File: src/hdl/esc_pkg.sv
`default_nettype none
// ----------------------------------------------------------------------------
// esc_pkg
// Shared types and codes for the elevator SCAN scheduler: the input and
// result words, the command word that is queued between front and back,
// and the operation, call kind and direction codes.
// ----------------------------------------------------------------------------
package esc_pkg;

    // Default number of floors served by the car.
    localparam int NUM_FLOORS_DEF = 8;

    // Width of a floor number on the ports.
    localparam int FLOOR_W = 4;

    // Number of command words held between front and back.
    localparam int CMD_FIFO_DEPTH = 2;

    // Operation codes.
    localparam logic OP_CALL = 1'b0;
    localparam logic OP_PASS = 1'b1;

    // Call kind codes.
    typedef logic [1:0] call_kind_t;
    localparam call_kind_t KIND_CAR       = 2'd0;
    localparam call_kind_t KIND_HALL_UP   = 2'd1;
    localparam call_kind_t KIND_HALL_DOWN = 2'd2;

    // Travel direction codes.
    typedef logic [1:0] dir_t;
    localparam dir_t DIR_IDLE = 2'd0;
    localparam dir_t DIR_UP   = 2'd1;
    localparam dir_t DIR_DOWN = 2'd2;

    // Input word.
    typedef struct packed {
        logic               op;
        logic [FLOOR_W-1:0] floor;
        call_kind_t         call_kind;
    } in_word_t;

    // Result word.
    typedef struct packed {
        logic [FLOOR_W-1:0] stop_floor;
        logic               is_stop;
        dir_t               direction;
        logic               last;
    } out_word_t;

    // Command word passed from the front to the back.
    typedef struct packed {
        logic               is_pass;
        call_kind_t         kind;
        logic [FLOOR_W-1:0] floor;
    } cmd_t;

endpackage : esc_pkg
`default_nettype wire

File: src/hdl/elevator_scan_scheduler.sv
`default_nettype none
// ----------------------------------------------------------------------------
// elevator_scan_scheduler
// SCAN scheduler for one elevator car: latches calls and runs sweeps.
// ----------------------------------------------------------------------------
// Input words enter a two-entry command queue and are taken whenever it has
// room, even while results wait on the output. The scheduling engine drains
// the queue one command at a time: a call is latched into the call vectors,
// and a pass chooses a direction if the car is idle, walks floor by floor
// from the car floor to the end of the shaft, and then writes the final
// status word, stalling while a result waits for m_ready. The floor-by-floor
// walk of the engine sets the pass time; a pass with no calls pending goes
// straight to the status word. Calls with floor 0, a floor above NUM_FLOORS
// or call kind 3 are accepted and dropped.
// ----------------------------------------------------------------------------
module elevator_scan_scheduler #(
    parameter int NUM_FLOORS = esc_pkg::NUM_FLOORS_DEF
) (
    input  wire                     aclk,
    input  wire                     aresetn,
    input  wire                     s_valid,
    output logic                    s_ready,
    input  wire esc_pkg::in_word_t  s_data,
    output logic                    m_valid,
    input  wire                     m_ready,
    output esc_pkg::out_word_t      m_data
);
    import esc_pkg::*;

    logic  fifo_full;
    logic  fifo_empty;
    logic  push;
    logic  pop;
    cmd_t  push_cmd;
    cmd_t  head_cmd;

    // Input classification.
    esc_front #(
        .NUM_FLOORS (NUM_FLOORS)
    ) u_front (
        .s_valid   (s_valid),
        .s_ready   (s_ready),
        .s_data    (s_data),
        .fifo_full (fifo_full),
        .push      (push),
        .push_cmd  (push_cmd)
    );

    // Command queue.
    esc_cmd_fifo u_fifo (
        .aclk     (aclk),
        .aresetn  (aresetn),
        .push     (push),
        .push_cmd (push_cmd),
        .pop      (pop),
        .head_cmd (head_cmd),
        .empty    (fifo_empty),
        .full     (fifo_full)
    );

    // Scheduling engine.
    esc_back #(
        .NUM_FLOORS (NUM_FLOORS)
    ) u_back (
        .aclk       (aclk),
        .aresetn    (aresetn),
        .head_cmd   (head_cmd),
        .fifo_empty (fifo_empty),
        .pop        (pop),
        .m_valid    (m_valid),
        .m_ready    (m_ready),
        .m_data     (m_data)
    );

endmodule : elevator_scan_scheduler
`default_nettype wire

File: src/hdl/esc_front.sv
`default_nettype none
// ----------------------------------------------------------------------------
// esc_front
// Input side of the scheduler. Takes input words while the command queue
// has room, drops call requests with an out-of-range floor or an unknown
// kind, and turns the rest into command words for the back.
// ----------------------------------------------------------------------------
module esc_front #(
    parameter int NUM_FLOORS = esc_pkg::NUM_FLOORS_DEF
) (
    input  wire                     s_valid,
    output logic                    s_ready,
    input  wire esc_pkg::in_word_t  s_data,
    input  wire                     fifo_full,
    output logic                    push,
    output esc_pkg::cmd_t           push_cmd
);
    import esc_pkg::*;

    logic floor_ok;
    logic kind_ok;
    logic keep;

    // The queue accepts a word whenever it has a free entry.
    assign s_ready = !fifo_full;

    // Classify the word: a pass always goes on, a call only when it is valid.
    assign floor_ok = (s_data.floor != '0) && (int'(s_data.floor) <= NUM_FLOORS);
    assign kind_ok  = (s_data.call_kind == KIND_CAR) ||
                      (s_data.call_kind == KIND_HALL_UP) ||
                      (s_data.call_kind == KIND_HALL_DOWN);
    assign keep     = (s_data.op == OP_PASS) || (floor_ok && kind_ok);

    assign push = s_valid && s_ready && keep;

    // Build the command word.
    always_comb begin
        push_cmd.is_pass = (s_data.op == OP_PASS);
        push_cmd.kind    = s_data.call_kind;
        push_cmd.floor   = s_data.floor;
    end

endmodule : esc_front
`default_nettype wire

File: src/hdl/esc_cmd_fifo.sv
`default_nettype none
// ----------------------------------------------------------------------------
// esc_cmd_fifo
// Short command queue between the front and the back, so that each side
// can stall without holding up the other.
// ----------------------------------------------------------------------------
module esc_cmd_fifo (
    input  wire                 aclk,
    input  wire                 aresetn,
    input  wire                 push,
    input  wire esc_pkg::cmd_t  push_cmd,
    input  wire                 pop,
    output esc_pkg::cmd_t       head_cmd,
    output logic                empty,
    output logic                full
);
    import esc_pkg::*;

    localparam int PW = $clog2(CMD_FIFO_DEPTH);

    cmd_t          mem_reg [CMD_FIFO_DEPTH];
    logic [PW:0]   wr_ptr_reg;
    logic [PW:0]   rd_ptr_reg;

    // Full when the pointers differ only in the wrap bit.
    assign empty = (wr_ptr_reg == rd_ptr_reg);
    assign full  = (wr_ptr_reg[PW-1:0] == rd_ptr_reg[PW-1:0]) &&
                   (wr_ptr_reg[PW] != rd_ptr_reg[PW]);

    assign head_cmd = mem_reg[rd_ptr_reg[PW-1:0]];

    // Storage write.
    always_ff @(posedge aclk) begin
        if (push && !full) begin
            mem_reg[wr_ptr_reg[PW-1:0]] <= push_cmd;
        end
    end

    // Pointer update.
    always_ff @(posedge aclk) begin
        if (!aresetn) begin
            wr_ptr_reg <= '0;
            rd_ptr_reg <= '0;
        end else begin
            if (push && !full) begin
                wr_ptr_reg <= wr_ptr_reg + 1'b1;
            end
            if (pop && !empty) begin
                rd_ptr_reg <= rd_ptr_reg + 1'b1;
            end
        end
    end

endmodule : esc_cmd_fifo
`default_nettype wire

File: src/hdl/esc_back.sv
`default_nettype none
// ----------------------------------------------------------------------------
// esc_back
// Scheduling engine. Holds the call vectors, car floor and travel direction,
// latches calls from the queue and runs a sweep for each pass command, one
// floor per cycle unless a stop awaits m_ready, via a result output register.
// ----------------------------------------------------------------------------
module esc_back #(
    parameter int NUM_FLOORS = esc_pkg::NUM_FLOORS_DEF
) (
    input  wire                 aclk,
    input  wire                 aresetn,
    input  wire esc_pkg::cmd_t  head_cmd,
    input  wire                 fifo_empty,
    output logic                pop,
    output logic                m_valid,
    input  wire                 m_ready,
    output esc_pkg::out_word_t  m_data
);
    import esc_pkg::*;

    localparam int FLW = $clog2(NUM_FLOORS + 1);

    typedef enum logic [1:0] {
        ST_IDLE,
        ST_SCAN,
        ST_STATUS
    } state_t;

    state_t                  state_reg, state_next;
    logic [NUM_FLOORS-1:0]   car_reg, car_next;
    logic [NUM_FLOORS-1:0]   hup_reg, hup_next;
    logic [NUM_FLOORS-1:0]   hdn_reg, hdn_next;
    logic [FLW-1:0]          cur_reg, cur_next;
    logic [FLW-1:0]          scan_reg, scan_next;
    dir_t                    dir_reg, dir_next;
    logic                    out_valid_reg, out_valid_next;
    out_word_t               out_data_reg, out_data_next;

    logic [NUM_FLOORS-1:0]   all_calls;
    logic [NUM_FLOORS-1:0]   above;
    logic [NUM_FLOORS-1:0]   below;
    logic [NUM_FLOORS-1:0]   scan_sel;
    logic [NUM_FLOORS-1:0]   req_sel;
    logic                    load_ok;
    logic                    stop_here;
    logic                    at_end;
    dir_t                    new_dir;

    assign all_calls = car_reg | hup_reg | hdn_reg;
    assign load_ok   = !out_valid_reg || m_ready;

    // Floor masks relative to the car floor, and one-hot floor selects.
    always_comb begin
        for (int i = 0; i < NUM_FLOORS; i++) begin
            above[i]    = (i + 1) > int'(cur_reg);
            below[i]    = (i + 1) < int'(cur_reg);
            scan_sel[i] = (i + 1) == int'(scan_reg);
            req_sel[i]  = (i + 1) == int'(head_cmd.floor);
        end
    end

    // Stop test at the scanned floor and end-of-shaft test.
    always_comb begin
        if (dir_reg == DIR_UP) begin
            stop_here = |((car_reg | hup_reg) & scan_sel);
            at_end    = (scan_reg == FLW'(NUM_FLOORS));
        end else begin
            stop_here = |((car_reg | hdn_reg) & scan_sel);
            at_end    = (scan_reg == FLW'(1));
        end
    end

    // Direction after a sweep: reverse if calls remain the other way.
    always_comb begin
        case (dir_reg)
            DIR_UP: begin
                new_dir = ((hdn_reg != '0) || ((all_calls & below) != '0)) ?
                          DIR_DOWN : DIR_IDLE;
            end
            DIR_DOWN: begin
                new_dir = ((hup_reg != '0) || ((all_calls & above) != '0)) ?
                          DIR_UP : DIR_IDLE;
            end
            default: begin
                new_dir = DIR_IDLE;
            end
        endcase
    end

    // Sequencer next-state logic.
    always_comb begin
        state_next     = state_reg;
        car_next       = car_reg;
        hup_next       = hup_reg;
        hdn_next       = hdn_reg;
        cur_next       = cur_reg;
        scan_next      = scan_reg;
        dir_next       = dir_reg;
        out_valid_next = out_valid_reg && !m_ready;
        out_data_next  = out_data_reg;
        pop            = 1'b0;

        unique case (state_reg)
            ST_IDLE: begin
                if (!fifo_empty) begin
                    pop = 1'b1;
                    if (!head_cmd.is_pass) begin
                        case (head_cmd.kind)
                            KIND_CAR:       car_next = car_reg | req_sel;
                            KIND_HALL_UP:   hup_next = hup_reg | req_sel;
                            KIND_HALL_DOWN: hdn_next = hdn_reg | req_sel;
                            default:        car_next = car_reg;
                        endcase
                    end else if (all_calls == '0) begin
                        state_next = ST_STATUS;
                    end else begin
                        if (dir_reg != DIR_UP && dir_reg != DIR_DOWN) begin
                            if ((all_calls & above) != '0) begin
                                dir_next = DIR_UP;
                            end else if ((all_calls & below) != '0) begin
                                dir_next = DIR_DOWN;
                            end else begin
                                dir_next = DIR_UP;
                            end
                        end
                        scan_next  = cur_reg;
                        state_next = ST_SCAN;
                    end
                end
            end

            ST_SCAN: begin
                if (!stop_here || load_ok) begin
                    if (stop_here) begin
                        cur_next = scan_reg;
                        car_next = car_reg & ~scan_sel;
                        if (dir_reg == DIR_UP) begin
                            hup_next = hup_reg & ~scan_sel;
                        end else begin
                            hdn_next = hdn_reg & ~scan_sel;
                        end
                        out_valid_next           = 1'b1;
                        out_data_next.stop_floor = FLOOR_W'(scan_reg);
                        out_data_next.is_stop    = 1'b1;
                        out_data_next.direction  = dir_reg;
                        out_data_next.last       = 1'b0;
                    end
                    if (at_end) begin
                        state_next = ST_STATUS;
                    end else if (dir_reg == DIR_UP) begin
                        scan_next = scan_reg + FLW'(1);
                    end else begin
                        scan_next = scan_reg - FLW'(1);
                    end
                end
            end

            ST_STATUS: begin
                if (load_ok) begin
                    dir_next                 = new_dir;
                    out_valid_next           = 1'b1;
                    out_data_next.stop_floor = FLOOR_W'(cur_reg);
                    out_data_next.is_stop    = 1'b0;
                    out_data_next.direction  = new_dir;
                    out_data_next.last       = 1'b1;
                    state_next               = ST_IDLE;
                end
            end

            default: begin
                state_next = ST_IDLE;
            end
        endcase
    end

    // State, call vectors and the result register.
    always_ff @(posedge aclk) begin
        if (!aresetn) begin
            state_reg     <= ST_IDLE;
            car_reg       <= '0;
            hup_reg       <= '0;
            hdn_reg       <= '0;
            cur_reg       <= FLW'(1);
            dir_reg       <= DIR_IDLE;
            out_valid_reg <= 1'b0;
        end else begin
            state_reg     <= state_next;
            car_reg       <= car_next;
            hup_reg       <= hup_next;
            hdn_reg       <= hdn_next;
            cur_reg       <= cur_next;
            dir_reg       <= dir_next;
            out_valid_reg <= out_valid_next;
        end
        scan_reg     <= scan_next;
        out_data_reg <= out_data_next;
    end

    assign m_valid = out_valid_reg;
    assign m_data  = out_data_reg;

endmodule : esc_back
`default_nettype wire

File: config.mk
export PLATFORM = sky130hd
export DESIGN_NAME = elevator_scan_scheduler
export DESIGN_NICKNAME = d
export VERILOG_FILES = /design/src/hdl/esc_pkg.sv /design/src/hdl/elevator_scan_scheduler.sv /design/src/hdl/esc_front.sv /design/src/hdl/esc_cmd_fifo.sv /design/src/hdl/esc_back.sv
export SDC_FILE = /design/constraint.sdc
export NUM_CORES = 1
export LEC_CHECK = 0
export BUFFER_PORTS_ARGS = -buffer_cell sky130_fd_sc_hd__buf_4
export CORE_ASPECT_RATIO = 1.75
export CORE_MARGIN = 2
export CORE_UTILIZATION = 47
export CTS_BUF_LIST = sky130_fd_sc_hd__clkbuf_16
export DETAILED_ROUTE_END_ITERATION = 6
export GPL_TIMING_DRIVEN = 0
export PLACE_DENSITY_LB_ADDON = 0.25
export SLEW_MARGIN = 5
export SYNTH_ARGS = -nofsm -noshare
export SYNTH_HDL_FRONTEND = slang
export SYNTH_HIERARCHICAL = 1
export SYNTH_SLANG_ARGS = --single-unit
export TNS_END_PERCENT = 30
File: constraint.sdc
create_clock -name aclk -period 7.6 [get_ports aclk]
set_clock_uncertainty 0.05 [all_clocks]
set_input_delay 0.76 -clock aclk [delete_from_list [all_inputs] [get_ports aclk]]
set_output_delay 0.76 -clock aclk [all_outputs]
set_load 0.01 [all_outputs]
Word-level counts from Yosys, hierarchy flattened
Memories as Yosys holds them, arrays and structs flattened. A register that Yosys moved wholly into a read port is not among the register bits.
Index checks and enable logic that the tools add are counted.
- flip-flop bits (word level): 49
- bits in writable memories: 14
- input port bits: 11
- output and inout port bits: 10
- word-level logic and storage cells: 200
- memories kept: 1
- add/subtract/negate cells: 4
- magnitude comparators: 17
- equal/unequal tests: 46
- mux-type cells: 61
- bitwise logic cells: 14
- reductions and logical operators: 43
- memories (name ; words ; width ; read ports ; clocked after Yosys merged registers in ; wr ports ; line ; RTL):
    u_fifo.mem_reg ; 2 ; 7 ; 1 ; 1 ; 1 ; esc_cmd_fifo.sv:21 ; cmd_t mem_reg [CMD_FIFO_DEPTH];
- operators with widths (cell ; number):
    $mux 8 ; 20
    $pmux 8 s2 ; 4
    $and 8x8->8 ; 7
    $or 8x8->8 ; 6
    $eq 4x4->1 const A ; 10
    $reduce_bool 8->1 ; 4
    $mux 2 ; 14
    $mux 4 ; 6
    $ne 2x2->1 const B ; 9
    $reduce_and 6->1 ; 3
    $eq 3x4->1 const A ; 4
    $gt 3x4->1 const A ; 4
    $lt 3x4->1 const A ; 4
    $ne 2x1->1 const B ; 8
    $reduce_or 8->1 ; 2
    $reduce_and 7->1 ; 2
    $mux 1 ; 12
    $logic_and 1x1->1 ; 9
    $eq 2x1->1 const B ; 4
    $eq 2x2->1 const B ; 4
    $eq 2x4->1 const A ; 2
    $gt 2x4->1 const A ; 2
    $logic_not 8->1 ; 1
    $lt 2x4->1 const A ; 2
    26 further kinds ; 42

Logic depth before layout (Yosys ltp)
- word-level depth: 11
- gate-level depth with buffers: 9
- depth with buffers taken out: 8

By module
Netlist, hierarchy kept.
- by module, submodules not included (module ; times used ; cells each ; area each (um^2) ; seq. area each (um^2)):
    esc_back ; 1 ; 330 ; 2731.4 ; 1021.0
    esc_cmd_fifo ; 1 ; 56 ; 772.0 ; 520.5
    esc_front ; 1 ; 12 ; 93.8 ; 0.0

Worst setup path after synthesis
No wires, ideal clock.
- path type: reg2reg
- start point: reg u_back.scan_reg[0]
- end point: reg u_back.scan_reg[0], enable pin
- setup time: 365 ps
- arrival time: 2107 ps
- data required time: 7185 ps
- setup slack: 5078 ps
- cell stages (with the launch flop): 9
- buffers on the path: 0
- period minus slack after synthesis: 2522 ps
- path through: edfxtp_1 inv_1 ha_1 or3b_1 o22ai_2 nor4_1 a22o_4 o21ai_0 a21boi_0
- cells in the longest elaborated chain, start to end: 8
- elaborated cells between the ends (all ways): 21
- classes of those cells: eq/ne: 12; mux: 2; bitwise: 2; reduce/logical: 5
- RTL lines (what ; line ; RTL):
    start, declared ; esc_back.sv:35 ; logic [FLW-1:0] scan_reg, scan_next;
    start signal, assigned ; esc_back.sv:196 ; scan_reg <= scan_next;
    $eq 2x4->1, or another cell as far along ; esc_back.sv:58 ; scan_sel[i] = (i + 1) == int'(scan_reg);
    $and 8x8->8, on equally long branches ; esc_back.sv:69, esc_back.sv:66 ;
    $reduce_or 8->1, on equally long branches ; esc_back.sv:69, esc_back.sv:66 ;
    $mux 1 ; esc_back.sv:65 ; if (dir_reg == DIR_UP) begin
    $logic_not 1->1 ; esc_back.sv:134 ; if (!stop_here || load_ok) begin
    $logic_or 1x1->1 ; esc_back.sv:134 ;
    $ne 2x1->1 (no source line) ; - ;
    $reduce_and 6->1 (no source line) * ; - ;
Every way passes the cells marked *; elsewhere a longest branch is shown, timed or not.
A chain may end at the register's enable or synchronous reset.

Worst setup path in the final report
- start point: reg u_back.scan_reg[1]
- end point: reg u_back.scan_reg[3], enable pin
Same word-level chain as after synthesis.

==> results_dict.tcl <==
set metrics [dict create \
    outcome "finished, final reports clean" \
    drv_cap 0 \
    maxSlewHeadroom_pct 33.91 \
    largest_register_ffs 14 \
    die_area_sq_um 8397 \
    ys_types 58 \
    drt-pass1-iter-count 6 \
    yosys-mux-area-fraction_pct 4.209 \
    drive_gt1_share_pct 15.90 \
    grt_max_degree 11 \
    numCtsBuffers 9 \
    async_flop_share_pct 0 \
    setup_viol 0 \
    power_switching_uw 348.3 \
    timing.rr.start "u_back/scan_reg[1]" \
    synth-compound-area-share_pct 20.90 \
    cp_max_fo 8 \
    seq_area_sq_um 1541 \
    start_kind "register" \
    hold_path_class "reg -> reg" \
    synth_xor_area_share_pct 1.913 \
    clock_path_buffers 2 \
    synth.area.top_cells "edfxtp_1 (22%), dfxtp_1 (21%), nor2_1 (5.5%), o21ai_0 (4.9%), a21oi_1 (3.9%)" \
    fin_crit_sh_pct 47.11 \
    max_freq_ghz 0.2793 \
    io_buffers 20 \
    fp-row-count 42 \
    dp_hpwl_um 7338 \
    syn_inst 398 \
    fillers 693 \
    crit_chain "inv_1 -> ha_1 -> or3b_4 -> o22ai_2 -> nor4_1 -> a22o_4 -> o21ai_0 -> a21boi_0" \
    final_cell_mix "nor2_1 (53), dfxtp_1 (38), o21ai_0 (35), nand2_1 (31)" \
    drtIter0Drc 322 \
    path_clk_slew_ns 0.05 \
    netlist_area_sq_um 3597 \
    cts_tree "yes" \
    insertedDiodeCount 0 \
    synth_top_family_by_area "simple AND/OR/NAND/NOR gates" \
    grt_pass1_vias 3313 \
    synth.avg_cell_area_sq_um 9.038 \
    multiInputGateArea_sq_um 1864 \
    clock_latency_ns 0.34 \
    nNetsFinal 449 \
    startpoint "u_back/scan_reg[1]" \
    drc 0 \
    die_h_um 119.7 \
    fp.dieW_um 70.13 \
    cts_root_buffer "clkbuf_16" \
    leakage_nw 1.478 \
    io-pin-count 21 \
    switching_share_pct 31.31 \
    htree_levels 3 \
    synth_top_cell_by_area "edfxtp_1" \
    vias 3288 \
    pwr-share-seq_pct 38.2 \
    gp_congestion 0.8930 \
    synth_edf_count 26 \
    synth_ff_type "dfxtp_1" \
    max_stage_delay_ns 0.79 \
    worst_pin_slew_ns 0.9825 \
    required_ns 7.51 \
    ys_seq_area_share_pct 42.85 \
    fin_setup_tns_ns 0 \
    cts_hold_buffers 0 \
    endpoint "u_back/scan_reg[3]" \
    totalPowerFinal_mw 1.112 \
    viasPerCell 6.299 \
    ys_seq_elements 64 \
    clockPowerShare_pct 35.2 \
    rsz0062_at_grt "no" \
    grt_pass1_wl_um 15790 \
    r2r.worst_path.cells 8 \
    syn_nets 418 \
    crit_slowest_cell "a21boi_0" \
    ant_nets 0 \
    maxSlewViolCount 0 \
    post-route-min-period_ns 3.580 \
    numClockSinks 64 \
    r2r_slack_ns 4.02 \
    grtUsageTotal_pct 24.64 \
    synth_top_area_share_pct 21.70 \
    path_class "reg -> reg" \
    synth_warnings 6 \
    synthSimpleGateAreaFrac_pct 21.67 \
    area_growth_pct 14.99 \
    ir_drop_mv 0.1927 \
    intPower_uw 764.1 \
    combPwrFrac_pct 26.6 \
    grt.overflow.total 0 \
    core_sq_um 7515 \
    routedWlPerCell_um 18.89 \
    powerDensity_nw_per_um2 268.9 \
    finalHoldViolCount 0 \
    wirelength_um 9861 \
    final_common_cell "nor2_1" \
    critPathArrivalTime_ns 3.49 \
    post_cts_buffers 0 \
    timing.rr.end "u_back/scan_reg[3]" \
    antenna_found_initial 0 \
    synth-adder-area-share_pct 3.130 \
    start_util_pct 47.87 \
    critPathCaptureType "register" \
    post_cts_resized 0 \
]
-- cell usage after synthesis, types with 2 or more instances --
cell type / number
o311ai_0: 2
a221oi_1: 2
and3b_1: 5
xor2_1: 2
nor4_1: 6
nor3b_1: 3
o21ai_0: 35
dfxtp_1: 38
inv_1: 18
ha_1: 9
clkbuf_1: 13
nand2_1: 31
o22ai_1: 7
a311oi_1: 2
xnor2_1: 4
o221a_2: 9
a31oi_1: 7
or3b_1: 2
nand3_1: 11
o211ai_1: 4
a21oi_1: 28
mux2_2: 9
edfxtp_1: 26
o31ai_1: 3
a21boi_0: 2
nand2b_1: 4
nand3b_1: 7
nor2b_1: 4
nand4_1: 2
mux2i_1: 5
nor2_1: 53
or3_1: 2
nor3_1: 11
buf_4: 8
-- per-layer routing --
metal / share of wire [%] / GRT usage [%]
met3: 5.7 / 3.610
met2: 53 / 43.87
met1: 34 / 23.45
met4: 6.5 / 23.08
met5: 0 / 0
-- logic make-up after synthesis --
| family | count (synthesis) |
|---|---|
| AOI/OAI and AO/OA | 113 |
| xor gates and xnor gates | 7 |
| adders and majority gates | 9 |
| buffers and inverters | 41 |
| DFF | 64 |
| muxes | 14 |
| and+or+nand+nor | 150 |
-- worst min path at each step --
stage	from	endpoint	slack (ns)	depth (start not counted)
floorplan	u_back/cur_reg[3]	u_back/cur_reg[3]	0.43	2
global placement	u_back/state_reg[1]	u_back/state_reg[1]	0.47	2
detailed placement	u_back/state_reg[1]	u_back/state_reg[1]	0.49	2
CTS	u_back/state_reg[1]	u_back/state_reg[1]	0.49	2
global route	u_back/state_reg[1]	u_back/state_reg[1]	0.51	2
finish	u_back/state_reg[1]	u_back/state_reg[1]	0.48	2
-- power by group through the flow --
stage / clock network (mW) / registers, mW / logic [mW]
floorplan: 0 / 0.434 / 0.195
global placement: 0 / 0.430 / 0.284
detailed placement: 0 / 0.432 / 0.290
CTS: 0.395 / 0.426 / 0.292
global route: 0.413 / 0.428 / 0.322
finish: 0.392 / 0.425 / 0.296
-- worst max-delay path: cells and delay by family (launching register included) --
kind	cells	cell delay, ns
adders and majority gates	1	0.30
DFF	1	0.47
AOI/OAI and AO/OA	4	1.22
buffers and inverters	1	0.14
and+or+nand+nor	2	1.02
-- stage by stage --
| step | instances | setup slack (ns) | hold slack [ns] | cell area [sq um] | utilization, % |
|---|---|---|---|---|---|
| detailed placement | 506 | 4.170 | 0.4860 | 3857 | 51.33 |
| floorplan | 398 | 5.078 | 0.4279 | 3597 | - |
| global route | 522 | 3.992 | 0.5113 | 4136 | 55.05 |
| finish | 522 | 4.020 | 0.4825 | 4136 | 55.05 |
| CTS | 522 | 4.157 | 0.4904 | 4136 | 55.05 |
| global placement | 506 | 4.216 | 0.4681 | 3857 | 51.33 |
-- layout make-up --
cell class	instances	share of cell area [%]
repair buffers	20	3.630
inverters	18	1.633
clock buffers	9	5.445
flip-flops and latches	64	37.27
well taps	88	2.662
plain buffers	23	2.995
multi-input cells	293	45.07
clock inverters	7	1.301
No activity file was read; power rests on OpenSTA's default activity.
